--- config.mk ---
export PLATFORM = sky130hd
export DESIGN_NAME = xml_entity_escape_unescape_core
export DESIGN_NICKNAME = d
export VERILOG_FILES = /design/src/hw/rtl/xee_pkg.sv /design/src/hw/rtl/xee_front.sv /design/src/hw/rtl/xee_queue.sv /design/src/hw/rtl/xee_back.sv /design/src/hw/rtl/xml_entity_escape_unescape_core.sv
export SDC_FILE = /design/constraint.sdc
export NUM_CORES = 1
export LEC_CHECK = 0
export ABC_AREA = 1
export BUFFER_PORTS_ARGS = -buffer_cell sky130_fd_sc_hd__buf_2
export CAP_MARGIN = 5
export CELL_PAD_IN_SITES_DETAIL_PLACEMENT = 2
export CELL_PAD_IN_SITES_GLOBAL_PLACEMENT = 2
export CORE_MARGIN = 5
export CORE_UTILIZATION = 43
export CTS_CLUSTER_SIZE = 28
export DETAILED_ROUTE_END_ITERATION = 16
export PLACE_DENSITY_LB_ADDON = 0.1
export SLEW_MARGIN = 15
export SYNTH_ARGS = -nofsm -noshare
export SYNTH_HDL_FRONTEND = slang
export SYNTH_SLANG_ARGS = --single-unit
--- constraint.sdc ---
create_clock -name clk -period 11.3 [get_ports clk]
set_clock_uncertainty 0.2 [all_clocks]
set_input_delay 2.26 -clock clk [delete_from_list [all_inputs] [get_ports clk]]
set_output_delay 2.26 -clock clk [all_outputs]
set_load 0.1 [all_outputs]
--- src/hw/rtl/xee_pkg.sv ---
`timescale 1ns / 1ps

package xee_pkg;

    localparam int XEE_MAX_OUT     = 6;
    localparam int XEE_HELD_DEPTH  = 4;
    localparam int XEE_HELD_AW     = $clog2(XEE_HELD_DEPTH);
    localparam int XEE_QUEUE_DEPTH = 2;
    localparam int XEE_NUM_ENT     = 4;
    localparam int XEE_TAIL_MAX    = 5;
    localparam int XEE_CNT_W       = 3;
    localparam int XEE_ENT_W       = $clog2(XEE_NUM_ENT);

    localparam logic [7:0] CH_AMP = 8'h26;

    localparam logic [7:0] ENT_CHAR [XEE_NUM_ENT] = '{8'h3C, 8'h3E, 8'h26, 8'h22};

    localparam logic [XEE_CNT_W-1:0] ENT_LEN [XEE_NUM_ENT] = '{3'd3, 3'd3, 3'd4, 3'd5};

    localparam logic [7:0] ENT_TAIL [XEE_NUM_ENT][XEE_TAIL_MAX] = '{
        '{8'h6C, 8'h74, 8'h3B, 8'h00, 8'h00},
        '{8'h67, 8'h74, 8'h3B, 8'h00, 8'h00},
        '{8'h61, 8'h6D, 8'h70, 8'h3B, 8'h00},
        '{8'h71, 8'h75, 8'h6F, 8'h74, 8'h3B}
    };

    typedef struct packed {
        logic [XEE_MAX_OUT-1:0][7:0] data;
        logic [XEE_CNT_W-1:0]        count;
        logic                        last;
    } job_t;

    function automatic logic [7:0] tail_at(input logic [XEE_ENT_W-1:0] k,
                                           input logic [XEE_CNT_W-1:0] i);
        logic [7:0] r;
        r = '0;
        if (i < XEE_CNT_W'(XEE_TAIL_MAX))
        begin
            r = ENT_TAIL[k][i];
        end
        return r;
    endfunction

endpackage

--- src/hw/rtl/xee_front.sv ---
`timescale 1ns / 1ps

module xee_front
    import xee_pkg::*;
(
    input  logic       clk,
    input  logic       rst_n,
    input  logic       cfg_valid,
    output logic       cfg_ready,
    input  logic       mode,
    input  logic       in_valid,
    output logic       in_ready,
    input  logic [7:0] in_byte,
    input  logic       in_last,
    input  logic       q_full,
    output logic       job_push,
    output job_t       job
);

    logic                       mode_reg;
    logic [XEE_CNT_W-1:0]       held_count_reg;
    logic [XEE_CNT_W-1:0]       held_count_next;
    logic [7:0]                 held_bytes_reg [XEE_HELD_DEPTH];

    logic [XEE_CNT_W-1:0]        pos;
    logic [XEE_NUM_ENT-1:0]      pre_ok;
    logic [XEE_NUM_ENT-1:0]      hit;
    logic                        hit_any;
    logic [XEE_ENT_W-1:0]        hit_k;
    logic                        complete;
    logic                        esc_any;
    logic [XEE_ENT_W-1:0]        esc_k;
    logic                        store_b;
    logic                        accept;
    logic [XEE_MAX_OUT-1:0][7:0] flush_seq;

    assign cfg_ready = 1'b1;
    assign in_ready  = !q_full;
    assign accept    = in_valid && in_ready;
    assign job_push  = in_valid && !q_full && (job.count != '0);

    always_comb
    begin
        pos = held_count_reg - XEE_CNT_W'(1);
        for (int k = 0; k < XEE_NUM_ENT; k++)
        begin
            pre_ok[k] = (pos < ENT_LEN[k]);
            for (int i = 0; i < XEE_HELD_DEPTH; i++)
            begin
                if ((XEE_CNT_W'(i) < pos) &&
                    (held_bytes_reg[i] != tail_at(XEE_ENT_W'(k), XEE_CNT_W'(i))))
                begin
                    pre_ok[k] = 1'b0;
                end
            end
            hit[k] = pre_ok[k] && (tail_at(XEE_ENT_W'(k), pos) == in_byte);
        end

        hit_any = 1'b0;
        hit_k   = '0;
        esc_any = 1'b0;
        esc_k   = '0;
        for (int k = XEE_NUM_ENT - 1; k >= 0; k--)
        begin
            if (hit[k])
            begin
                hit_any = 1'b1;
                hit_k   = XEE_ENT_W'(k);
            end
            if (in_byte == ENT_CHAR[k])
            begin
                esc_any = 1'b1;
                esc_k   = XEE_ENT_W'(k);
            end
        end
        complete = ((pos + XEE_CNT_W'(1)) == ENT_LEN[hit_k]);

        flush_seq[0] = CH_AMP;
        for (int i = 0; i < XEE_HELD_DEPTH; i++)
        begin
            flush_seq[i + 1] = held_bytes_reg[i];
        end
        flush_seq[XEE_MAX_OUT - 1] = in_byte;

        job.data        = '0;
        job.count       = '0;
        job.last        = in_last;
        held_count_next = held_count_reg;
        store_b         = 1'b0;

        if (!mode_reg)
        begin
            held_count_next = '0;
            if (esc_any)
            begin
                job.data[0] = CH_AMP;
                for (int i = 0; i < XEE_TAIL_MAX; i++)
                begin
                    job.data[i + 1] = tail_at(esc_k, XEE_CNT_W'(i));
                end
                job.count = ENT_LEN[esc_k] + XEE_CNT_W'(1);
            end
            else
            begin
                job.data[0] = in_byte;
                job.count   = XEE_CNT_W'(1);
            end
        end
        else if ((held_count_reg != '0) && hit_any && complete)
        begin
            job.data[0]     = ENT_CHAR[hit_k];
            job.count       = XEE_CNT_W'(1);
            held_count_next = '0;
        end
        else if ((held_count_reg != '0) && hit_any && !in_last)
        begin
            store_b         = 1'b1;
            held_count_next = held_count_reg + XEE_CNT_W'(1);
        end
        else if ((in_byte == CH_AMP) && !in_last)
        begin
            job.data        = flush_seq;
            job.count       = held_count_reg;
            held_count_next = XEE_CNT_W'(1);
        end
        else
        begin
            for (int i = 0; i < XEE_MAX_OUT; i++)
            begin
                job.data[i] = (XEE_CNT_W'(i) == held_count_reg) ? in_byte : flush_seq[i];
            end
            job.count       = held_count_reg + XEE_CNT_W'(1);
            held_count_next = '0;
        end
    end

    always_ff @(posedge clk or negedge rst_n)
    begin
        if (!rst_n)
        begin
            mode_reg       <= 1'b0;
            held_count_reg <= '0;
        end
        else if (cfg_valid && cfg_ready)
        begin
            mode_reg       <= mode;
            held_count_reg <= '0;
        end
        else if (accept)
        begin
            held_count_reg <= held_count_next;
        end
    end

    always_ff @(posedge clk)
    begin
        if (accept && store_b && (pos < XEE_CNT_W'(XEE_HELD_DEPTH)))
        begin
            held_bytes_reg[pos[XEE_HELD_AW-1:0]] <= in_byte;
        end
    end

endmodule

--- src/hw/rtl/xee_queue.sv ---
`timescale 1ns / 1ps

module xee_queue
    import xee_pkg::*;
#(
    parameter int DEPTH = XEE_QUEUE_DEPTH
)
(
    input  logic clk,
    input  logic rst_n,
    input  logic push,
    input  job_t push_job,
    output logic full,
    input  logic pop,
    output logic head_valid,
    output job_t head
);

    localparam int PW = $clog2(DEPTH);
    localparam int CW = $clog2(DEPTH + 1);

    job_t            slot_reg [DEPTH];
    logic [PW-1:0]   wr_ptr_reg;
    logic [PW-1:0]   rd_ptr_reg;
    logic [CW-1:0]   count_reg;
    logic [CW-1:0]   count_next;

    assign full       = (count_reg == CW'(DEPTH));
    assign head_valid = (count_reg != '0);
    assign head       = slot_reg[rd_ptr_reg];

    always_comb
    begin
        count_next = count_reg;
        if (push && !pop)
        begin
            count_next = count_reg + CW'(1);
        end
        else if (pop && !push)
        begin
            count_next = count_reg - CW'(1);
        end
    end

    always_ff @(posedge clk or negedge rst_n)
    begin
        if (!rst_n)
        begin
            wr_ptr_reg <= '0;
            rd_ptr_reg <= '0;
            count_reg  <= '0;
        end
        else
        begin
            count_reg <= count_next;
            if (push)
            begin
                wr_ptr_reg <= (wr_ptr_reg == PW'(DEPTH - 1)) ? '0 : wr_ptr_reg + PW'(1);
            end
            if (pop)
            begin
                rd_ptr_reg <= (rd_ptr_reg == PW'(DEPTH - 1)) ? '0 : rd_ptr_reg + PW'(1);
            end
        end
    end

    always_ff @(posedge clk)
    begin
        if (push)
        begin
            slot_reg[wr_ptr_reg] <= push_job;
        end
    end

endmodule

--- src/hw/rtl/xee_back.sv ---
`timescale 1ns / 1ps

module xee_back
    import xee_pkg::*;
(
    input  logic       clk,
    input  logic       rst_n,
    input  logic       head_valid,
    input  job_t       head,
    output logic       pop,
    output logic       out_valid,
    input  logic       out_ready,
    output logic [7:0] out_byte,
    output logic       out_last
);

    logic [XEE_CNT_W-1:0] idx_reg;
    logic [XEE_CNT_W-1:0] idx_next;
    logic                 out_valid_reg;
    logic                 out_valid_next;
    logic [7:0]           out_byte_reg;
    logic                 out_last_reg;
    logic                 load;
    logic                 final_beat;

    assign out_valid = out_valid_reg;
    assign out_byte  = out_byte_reg;
    assign out_last  = out_last_reg;

    always_comb
    begin
        load       = head_valid && (!out_valid_reg || out_ready);
        final_beat = (idx_reg == (head.count - XEE_CNT_W'(1)));
        pop        = load && final_beat;
        idx_next   = idx_reg;
        if (load)
        begin
            idx_next = final_beat ? '0 : idx_reg + XEE_CNT_W'(1);
        end
        out_valid_next = out_valid_reg && !out_ready;
        if (load)
        begin
            out_valid_next = 1'b1;
        end
    end

    always_ff @(posedge clk or negedge rst_n)
    begin
        if (!rst_n)
        begin
            idx_reg       <= '0;
            out_valid_reg <= 1'b0;
        end
        else
        begin
            idx_reg       <= idx_next;
            out_valid_reg <= out_valid_next;
        end
    end

    always_ff @(posedge clk)
    begin
        if (load)
        begin
            out_byte_reg <= head.data[idx_reg];
            out_last_reg <= head.last && final_beat;
        end
    end

endmodule

--- src/hw/rtl/xml_entity_escape_unescape_core.sv ---
// The first result beat passes through a job queue slot and the back serializer's output
// register before it shows on out_valid. Throughput: one result beat per cycle while
// out_ready is high; an item of N beats (N from 1 to 6) is sent whole before the next job.
// Input takes one beat per cycle while the job queue between front and back has room.
// Reset (rst_n low, asynchronous) selects escape mode, drops any held partial entity,
// empties the job queue and clears out_valid.
`timescale 1ns / 1ps

module xml_entity_escape_unescape_core
    import xee_pkg::*;
#(
    parameter int QUEUE_DEPTH = XEE_QUEUE_DEPTH
)
(
    input  logic       clk,
    input  logic       rst_n,
    input  logic       cfg_valid,
    output logic       cfg_ready,
    input  logic       mode,
    input  logic       in_valid,
    output logic       in_ready,
    input  logic [7:0] in_byte,
    input  logic       in_last,
    output logic       out_valid,
    input  logic       out_ready,
    output logic [7:0] out_byte,
    output logic       out_last
);

    job_t front_job;
    job_t head_job;
    logic job_push;
    logic q_full;
    logic q_pop;
    logic q_valid;

    xee_front u_front (
        .clk       (clk),
        .rst_n     (rst_n),
        .cfg_valid (cfg_valid),
        .cfg_ready (cfg_ready),
        .mode      (mode),
        .in_valid  (in_valid),
        .in_ready  (in_ready),
        .in_byte   (in_byte),
        .in_last   (in_last),
        .q_full    (q_full),
        .job_push  (job_push),
        .job       (front_job)
    );

    xee_queue #(
        .DEPTH (QUEUE_DEPTH)
    ) u_queue (
        .clk        (clk),
        .rst_n      (rst_n),
        .push       (job_push),
        .push_job   (front_job),
        .full       (q_full),
        .pop        (q_pop),
        .head_valid (q_valid),
        .head       (head_job)
    );

    xee_back u_back (
        .clk        (clk),
        .rst_n      (rst_n),
        .head_valid (q_valid),
        .head       (head_job),
        .pop        (q_pop),
        .out_valid  (out_valid),
        .out_ready  (out_ready),
        .out_byte   (out_byte),
        .out_last   (out_last)
    );

endmodule

==> impl_metrics.py, run 1 <==
metrics = {
    "status": {
        "outcome": "complete, no violations",
    },
    "power": {
        "p_leak_nw": 3.65,
        "power.density_mw_per_mm2": 226,
        "ir_worst_vdd_mv": 0.100,
        "total_power_w": 0.00207,
    },
    "worst_setup_path": {
        "required_ps": 11150,
        "worst_setup_path_end_kind": "flop",
        "worst-setup-path-type": "input port to flop",
        "path_common_cell": "nand2_1",
        "crit_arrival_ps": 5580,
        "cp_top_family": "buffers and inverters",
        "critPathMaxStageDelay_ps": 560,
        "slowest_stage": "buf_4",
        "start_kind": "input port",
        "path_cells": "buf_2 -> clkinv_1 -> nand2_1 -> nand2_1 -> nand2_1 -> inv_1 -> nand3_1 -> a21o_1 -> nand3_1 -> nand2_2 -> nand2_1 -> nor2_2 -> nor2_2 -> nor2_2 -> nor2_1 -> nand2_1 -> nand3_1 -> inv_2 -> buf_4",
        "crit_path_max_fanout": 52,
        "cp_num_buf_inv": 5,
    },
    "sta": {
        "rsz0062_at_grt": "false",
        "finalHoldViolations": 0,
        "setup_viol": 0,
        "fin_crit_ps": 5730,
        "slew_violations": 0,
        "setup_tns_ps": 0,
        "worst_pin_slew_ps": 1150,
        "min_period_over_period_pct": 50.7,
        "max-slew-margin-rel_pct": 22.4,
        "max_freq_mhz": 175,
    },
    "cts": {
        "cts_root_buffer": "clkbuf_16",
        "cts_hold_buf": 0,
        "h-tree-depth": 4,
        "cts_made_buffers": 17,
        "cts_buffer_depth": 2,
        "clock_latency_ps": 430,
        "clock-sinks": 157,
        "cts_setup_buffers": 0,
        "cts_resized": 0,
        "clk_pin_slew_worst_paths_ps": 70,
        "cts_tree": "yes",
    },
    "synth": {
        "synth-main-ff-cell": "edfxtp_1",
        "synthSimpleGateAreaFrac_pct": 21.5,
        "synthXorXnorAreaFrac_pct": 1.37,
        "ys_seq_elements": 157,
        "synth_edf_count": 145,
        "synthMuxAreaShare_pct": 0.241,
        "synth_top_family_by_area": "simple AND/OR/NAND/NOR gates",
        "synthAdderAreaFrac_pct": 1.66,
        "async_flop_share_pct": 7.64,
        "syn_area_per_cell_um2": 9.30,
        "synth_area_mm2": 0.00832,
        "ys_types": 47,
        "synth-seq-area-share_pct": 56.0,
        "synth_warnings": 0,
        "synth_nets": 920,
        "synth_cells": 894,
        "synth_compound_area_share_pct": 12.8,
    },
    "route": {
        "drt-pass1-iter-count": 5,
        "drc_errors": 0,
        "initialDrtViolationCount": 491,
        "routed_wl_mm": 31.3,
        "via_per_inst": 5.83,
        "wl_per_cell_um": 26.5,
        "antenna_left": 0,
        "num_vias": 6878,
    },
    "grt": {
        "antenna_found_initial": 0,
        "grt_pass1_wl_mm": 47.5,
        "grt_max_degree": 54,
        "grt_pass1_vias": 7540,
        "grt_overflow": 0,
        "track_usage_pct": 28.7,
    },
    "layout": {
        "largest_register_ffs": 104,
        "fillers": 2013,
        "drive_above_1_share_pct": 11.8,
        "layout.nets": 933,
        "area_growth_pct": 10.4,
        "diodes": 0,
    },
    "floorplan": {
        "fp-row-count": 50,
        "dieArea_mm2": 0.0222,
        "die_h_um": 149,
        "core-area_mm2": 0.0189,
        "ioPinCount": 27,
        "die_w_um": 149,
        "start_util_pct": 44.0,
    },
    "min_path": {
        "hold_class": "flop to flop",
    },
    "placement": {
        "port_buffers": 25,
        "gp_congestion": 0.897,
        "hpwl_mm": 22.3,
    },
    "run": {
        "cap_violations": 0,
    },
}
cells in the mapped netlist (7+ instances only):
library cell | number | area, um2
o21ai_0 | 82 | 410
nor3_1 | 7 | 35.0
inv_1 | 72 | 270
a21oi_1 | 15 | 75.1
ha_1 | 11 | 138
nand2_1 | 203 | 762
nand4_1 | 8 | 50.1
nand3_1 | 29 | 145
inv_2 | 11 | 41.3
edfxtp_1 | 145 | 4350
dfrtp_1 | 12 | 300
o22ai_1 | 14 | 87.6
clkbuf_1 | 23 | 86.3
nand2_2 | 15 | 93.8
xor2_1 | 11 | 96.3
nor2_1 | 131 | 492
o211ai_1 | 26 | 195
o221ai_1 | 13 | 114
logic make-up (layout without fill, tap and decap cells):
logic type                 after synthesis  after routing
muxes                                    2              2
adders and majority gates               11             11
DFF                                    157            157
and+or+nand+nor                        415            415
buffers and inverters                  124            150
xor gates and xnor gates                13             13
other                                    1              1
AOI/OAI and AO/OA                      171            171
final timing paths:
check	cells past startpoint	end	from	slack, ps
max	19	u_queue.slot_reg[0][26]	in_byte[3]	5570
min	2	u_back.out_valid	u_back.out_valid	320
max reg2reg	24	u_queue.slot_reg[0][26]	u_front.held_count_reg[0]	6080
min reg2reg	2	u_back.out_valid	u_back.out_valid	320
max in group asynchronous	1	u_back.idx_reg[0]	rst_n	9120
min in group asynchronous	1	u_back.idx_reg[2]	rst_n	1520
layer usage:
layer | vias up | track usage [%] | routed length, um
li1 | 3097 | - | -
met1 | 3520 | 36.7 | 13500
met2 | 204 | 49.8 | 15700
met3 | 57 | 3.52 | 1090
met4 | 0 | 11.1 | 1080
met5 | - | 0 | 0
worst reg2reg max path, cell delays in order, from the launching register on:
cell,delay (ps)
dfrtp_1,770
inv_2,230
ha_1,270
inv_1,60
ha_1,420
inv_8,230
nand2_2,140
nand2_1,140
inv_1,60
nand2_1,140
nand2_1,80
nor2_1,230
nand3_1,130
nand2_1,120
nand3_1,110
nand2_2,110
nand2_1,70
nor2_2,190
nor2_2,80
nor2_2,130
nor2_1,60
nand2_1,90
nand3_1,110
inv_2,60
buf_4,560
cells in the final DEF, fill, tap and decap left out, types with 5 or more instances in the layout:
cell       count
nand2_1      203
edfxtp_1     145
nor2_1       130
o21ai_0       82
inv_1         71
nand3_1       29
o211ai_1      26
buf_2         25
clkbuf_16     17
nand2_2       15
a21oi_1       15
o22ai_1       14
o221ai_1      13
inv_2         12
dfrtp_1       12
xor2_1        11
ha_1          11
nand4_1        8
nor3_1         7
a32o_1         6
o31ai_1        6
inv_8          5
buf_4          5
stage by stage:
step                instances  worst slack [ps]  instance area [um2]  hold WS, ps  utilization, %
CTS                      1180              5650                 9180          325            48.6
floorplan                 894              4670                 8320          242               -
global placement         1148              5370                 8620          254            45.6
detailed placement       1148              5200                 8620          309            45.6
global route             1180              5370                 9180          359            48.6
finish                   1180              5570                 9180          324            48.6
where the power goes:
part           internal [W]  leakage (nW)  total, W  switching, W
clock              0.000291         0.265  0.000555      0.000264
sequential         0.000784          1.51  0.000852     0.0000673
combinational      0.000146          1.88  0.000665      0.000519
total               0.00122          3.65   0.00207      0.000850
final cells by class:
type                            count  area, um2  area share [%]
Inverter                           88        340            3.71
Multi-Input combinational cell    613       3140            34.2
Timing Repair Buffer               30        163            1.77
Sequential cell                   157       4650            50.7
Clock buffer                       18        429            4.68
Tap cell                          260        325            3.55
Clock inverter                     14        129            1.40
No activity file was read; power rests on OpenSTA's default activity.
==> run 2: changes to the inputs <==
--- a/config.mk
+++ b/config.mk
@@ -11,7 +11,7 @@
 export CELL_PAD_IN_SITES_DETAIL_PLACEMENT = 2
 export CELL_PAD_IN_SITES_GLOBAL_PLACEMENT = 2
 export CORE_MARGIN = 5
-export CORE_UTILIZATION = 43
+export CORE_UTILIZATION = 40
 export CTS_CLUSTER_SIZE = 28
 export DETAILED_ROUTE_END_ITERATION = 16
 export PLACE_DENSITY_LB_ADDON = 0.1
==> constraint.sdc (replaced) <==
create_clock -name clk -period 5.7 [get_ports clk]
set_clock_uncertainty 0.2 [all_clocks]
set_input_delay 1.14 -clock clk [delete_from_list [all_inputs] [get_ports clk]]
set_output_delay 1.14 -clock clk [all_outputs]
set_load 0.1 [all_outputs]
==> impl_metrics.py, run 2 (synthesis results as in run 1) <==
metrics = {
    "route": {
        "wl_per_cell_um": 25.7,
        "routed_wl_mm": 30.7,
        "initialDrtViolationCount": 455,
        "via_per_inst": 5.68,
        "drt-pass1-iter-count": 5,
        "num_vias": 6788,
        "drc_errors": 0,
        "antenna_left": 0,
    },
    "worst_setup_path": {
        "crit_arrival_ps": 4720,
        "worst-setup-path-type": "flop to flop",
        "worst_setup_path_end_kind": "flop",
        "ff2ff_setup_slack_ps": 910,
        "endpoint": "u_queue.slot_reg[0][11]",
        "r2r-start": "u_front.held_count_reg[0]",
        "required_ps": 5630,
        "rr_endpoint": "u_queue.slot_reg[0][11]",
        "crit_path_max_fanout": 17,
        "start_kind": "flop",
        "cp-startpoint": "u_front.held_count_reg[0]",
        "reg2regPathDepth": 22,
    },
    "placement": {
        "dpl_worst_slack_ps": 842,
        "hpwl_mm": 21.9,
        "gp_congestion": 0.921,
        "port_buffers": 25,
    },
    "layout": {
        "layout.nets": 938,
        "postLayoutCoreUtil_pct": 45.7,
        "largest_register_ffs": 104,
        "drive_above_1_share_pct": 12.4,
        "area_growth_pct": 11.8,
        "fillers": 2220,
        "diodes": 0,
        "layout_commonest_cell": "nand2_1",
        "final_cell_mix": "nand2_1 (203), edfxtp_1 (145), nor2_1 (130)",
    },
    "sta": {
        "setup_tns_ps": 0,
        "layout_setup_ws_ps": 906,
        "min_period_over_period_pct": 84.1,
        "setup_viol": 0,
        "worst_pin_slew_ps": 1040,
        "fin_crit_ps": 4790,
        "slew_violations": 0,
        "finalHoldViolations": 0,
        "rsz0062_at_grt": "false",
        "max-slew-margin-rel_pct": 30.4,
        "max_freq_mhz": 209,
    },
    "run": {
        "cap_violations": 0,
    },
    "cts": {
        "clock_latency_ps": 430,
        "cts_resized": 0,
        "cts_tree": "yes",
        "cts_buffer_depth": 2,
        "cts_made_buffers": 17,
        "h-tree-depth": 4,
        "clk_pin_slew_worst_paths_ps": 70,
        "cts_hold_buf": 0,
        "cts_setup_buffers": 0,
        "clock-sinks": 157,
        "cts_root_buffer": "clkbuf_16",
    },
    "grt": {
        "antenna_found_initial": 0,
        "track_usage_pct": 26.0,
        "grt_pass1_vias": 7452,
        "grt_pass1_wl_mm": 46.6,
        "grt_overflow": 0,
        "grt_max_degree": 54,
    },
    "status": {
        "outcome": "complete, no violations",
    },
    "floorplan": {
        "start_util_pct": 40.8,
        "fp-row-count": 52,
        "dieArea_mm2": 0.0238,
        "ioPinCount": 27,
        "die_w_um": 154,
        "core-area_mm2": 0.0204,
        "die_h_um": 154,
    },
    "power": {
        "power.density_mw_per_mm2": 454,
        "p_leak_nw": 3.71,
        "ir_worst_vdd_mv": 0.220,
    },
    "min_path": {
        "hold_class": "flop to flop",
    },
}
## run 2: per-layer routing
metal  track usage (%)  part of all wire (%)
met2              45.4                    50
met5                 0                     0
met4              10.3                   3.6
met3              3.77                   3.6
met1              32.6                    42
## run 2: final cells by class
cell class,count,area (um2),area share (%)
Sequential cell,157,4650,50.1
Multi-Input combinational cell,613,3140,33.7
Clock buffer,17,425,4.58
Inverter,88,340,3.66
Tap cell,270,338,3.63
Timing Repair Buffer,35,225,2.42
Clock inverter,15,178,1.91
## run 2: worst min-delay path by stage
stage / cells after the start / slack [ps] / to / from
floorplan: 2 / 240 / u_queue.wr_ptr_reg / u_queue.wr_ptr_reg
global route: 2 / 330 / u_queue.wr_ptr_reg / u_queue.wr_ptr_reg
CTS: 2 / 290 / u_queue.wr_ptr_reg / u_queue.wr_ptr_reg
detailed placement: 2 / 280 / u_queue.wr_ptr_reg / u_queue.wr_ptr_reg
finish: 2 / 280 / u_queue.wr_ptr_reg / u_queue.wr_ptr_reg
global placement: 2 / 270 / u_queue.wr_ptr_reg / u_queue.wr_ptr_reg
## run 2: through the flow
stage                     hold WS, ps  instance area [um2]  cells  power (W)
after floorplan                   242                 8320    894    0.00258
after global placement            267                 8690   1163    0.00292
after detailed placement          275                 8690   1163    0.00303
after CTS                         292                 9300   1195    0.00424
after global routing              326                 9300   1195    0.00439
final                             284                 9300   1195    0.00422
## run 2: critical path: stages (launching register included)
cell and delay (ps):
dfrtp_1 720, inv_2 180, ha_1 240, inv_1 50, ha_1 380, inv_8 130
nand2_2 170, nand3_1 110, nor2_1 240, nor2_1 80, nand3_1 150, a21o_1 210
nand3_1 110, nand2_2 110, nand2_1 70, nor2_2 180, nor2_2 50, nor2_2 150
nor2_1 70, nand2_1 90, nand3_1 120, inv_2 340, buf_4 300
## run 2: power breakdown
part           internal (W)  switching, W
registers           0.00155      0.000131
clock network      0.000662      0.000529
logic              0.000305       0.00104
total               0.00252       0.00170
==> run 3: changes to the inputs <==
==> constraint.sdc (replaced) <==
create_clock -name clk -period 4.6 [get_ports clk]
set_clock_uncertainty 0.2 [all_clocks]
set_input_delay 0.92 -clock clk [delete_from_list [all_inputs] [get_ports clk]]
set_output_delay 0.92 -clock clk [all_outputs]
set_load 0.1 [all_outputs]
==> impl_metrics.py, run 3 (synthesis results as in run 1) <==
metrics = {
    "power": {
        "p_switching_w": 0.00214,
        "ir_worst_vdd_mv": 0.278,
        "p_leak_nw": 3.79,
        "total_power_w": 0.00517,
        "seqPwrFrac_pct": 39.8,
        "clkPwrFrac_pct": 27.1,
        "pwr-share-comb_pct": 33.1,
        "p_int_w": 0.00303,
        "power.density_mw_per_mm2": 550,
        "switching_share_pct": 41.3,
    },
    "layout": {
        "area_growth_pct": 13.2,
        "largest_register_ffs": 104,
        "layout.nets": 953,
        "fillers": 2154,
        "layout.cells.non_filler": 1210,
        "layout_commonest_cell": "nand2_1",
        "final_cell_mix": "nand2_1 (202), edfxtp_1 (145), nor2_1 (129)",
        "regArea_mm2": 0.00466,
        "drive_above_1_share_pct": 14.4,
        "multi_input_area_mm2": 0.00317,
        "diodes": 0,
    },
    "worst_setup_path": {
        "rr_endpoint": "u_queue.count_reg[1]",
        "worst_setup_path_end_kind": "flop",
        "slowest_stage": "dfrtp_2",
        "path_common_cell": "nand2_1",
        "critPathMaxStageDelay_ps": 450,
        "r2r-start": "u_front.held_count_reg[1]",
        "reg2regPathDepth": 28,
        "crit_path_max_fanout": 17,
        "start_kind": "flop",
        "worst-setup-path-type": "flop to flop",
        "ff2ff_setup_slack_ps": 270,
        "crit_arrival_ps": 4450,
        "required_ps": 4720,
    },
    "min_path": {
        "hold_class": "input port to asynchronous set/reset pin",
    },
    "cts": {
        "h-tree-depth": 4,
        "cts_hold_buf": 0,
        "clock-sinks": 157,
        "cts_setup_buffers": 0,
        "cts_made_buffers": 17,
        "cts_root_buffer": "clkbuf_16",
        "clk_pin_slew_worst_paths_ps": 70,
        "cts_buffer_depth": 2,
        "cts_resized": 2,
        "clock_latency_ps": 450,
        "cts_tree": "yes",
    },
    "placement": {
        "dp_cells": 1178,
        "gp_congestion": 0.929,
        "port_buffers": 25,
        "hpwl_mm": 21.9,
        "dpl_worst_slack_ps": -14.3,
    },
    "floorplan": {
        "dieArea_mm2": 0.0238,
        "ioPinCount": 27,
        "core-area_mm2": 0.0204,
        "start_util_pct": 40.8,
        "fp-row-count": 52,
        "die_h_um": 154,
        "die_w_um": 154,
    },
    "route": {
        "wl_met2_mm": 16.0,
        "num_vias": 6967,
        "via_per_inst": 5.76,
        "drt-pass1-iter-count": 5,
        "initialDrtViolationCount": 506,
        "wl_met1_mm": 12.8,
        "top_layer_used": "met4",
        "dr_wl_met3_mm": 1.37,
        "routed_wl_mm": 31.2,
        "antenna_left": 0,
        "wl_per_cell_um": 25.8,
        "drc_errors": 0,
    },
    "sta": {
        "setup_viol": 0,
        "finalHoldViolations": 0,
        "hold_ws_ps": 171,
        "layout_setup_ws_ps": 266,
        "max_freq_mhz": 231,
        "fin_crit_ps": 4330,
        "slew_violations": 0,
        "worst_pin_slew_ps": 1020,
        "max-slew-margin-rel_pct": 31.6,
        "min_period_over_period_pct": 94.2,
    },
    "grt": {
        "grt_overflow": 0,
        "track_usage_pct": 26.5,
        "grt_pass1_vias": 7747,
        "grt_max_degree": 51,
        "grt_pass1_wl_mm": 47.5,
        "antenna_found_initial": 0,
    },
    "run": {
        "cap_violations": 0,
    },
    "status": {
        "outcome": "complete, no violations",
    },
}
-- run 3: area by class of cell --
cell class                 instances  area share, %
tap                              270           3.59
multi-input combinational        613           33.6
timing repair buffer              50           3.59
clock buffer                      17           4.52
clock inverter                    15           1.57
inverter                          88           3.62
sequential                       157           49.5
-- run 3: power by group through the flow --
stage                     registers (W)  clock network [W]  logic, W
after floorplan                 0.00235                  0  0.000848
after global placement          0.00205                  0   0.00159
after detailed placement        0.00208                  0   0.00169
after CTS                       0.00206            0.00142   0.00173
after global routing            0.00208            0.00149   0.00183
final                           0.00206            0.00140   0.00171
-- run 3: worst max path at each step --
stage / start / to / slack (ps) / cells after the start
global placement: u_front.held_count_reg[1] / u_queue.count_reg[1] / 230 / 26
detailed placement: u_front.held_count_reg[1] / u_queue.count_reg[1] / -10 / 26
CTS: u_front.held_count_reg[1] / u_queue.count_reg[1] / 100 / 28
floorplan: u_front.held_count_reg[0] / u_queue.slot_reg[0][0] / 270 / 26
global route: u_front.held_count_reg[1] / u_queue.count_reg[1] / -6 / 28
finish: u_front.held_count_reg[1] / u_queue.count_reg[1] / 270 / 28
-- run 3: worst max-delay path, delay by kind of cell, from the launching register on --
family,cells,cell delay [ps]
simple gates,16,1790
fa+ha+maj,3,790
flops,1,450
buf+inv,6,560
xor+xnor,1,150
compound gates,2,250
-- run 3: per-stage QoR --
stage / TNS [ps] / utilization [%] / instance area, um2
after global routing: -5.87 / 46.2 / 9410
after floorplan: 0 / - / 8320
after CTS: 0 / 46.1 / 9380
after global placement: 0 / 43.2 / 8810
final: 0 / 46.2 / 9410
after detailed placement: -14.3 / 43.2 / 8810
-- run 3: per-layer routing --
layer / up-vias / GRT usage (%)
met5: - / 0
met4: 0 / 9.46
met3: 63 / 3.66
met2: 197 / 47.0
met1: 3551 / 33.1
li1: 3156 / -
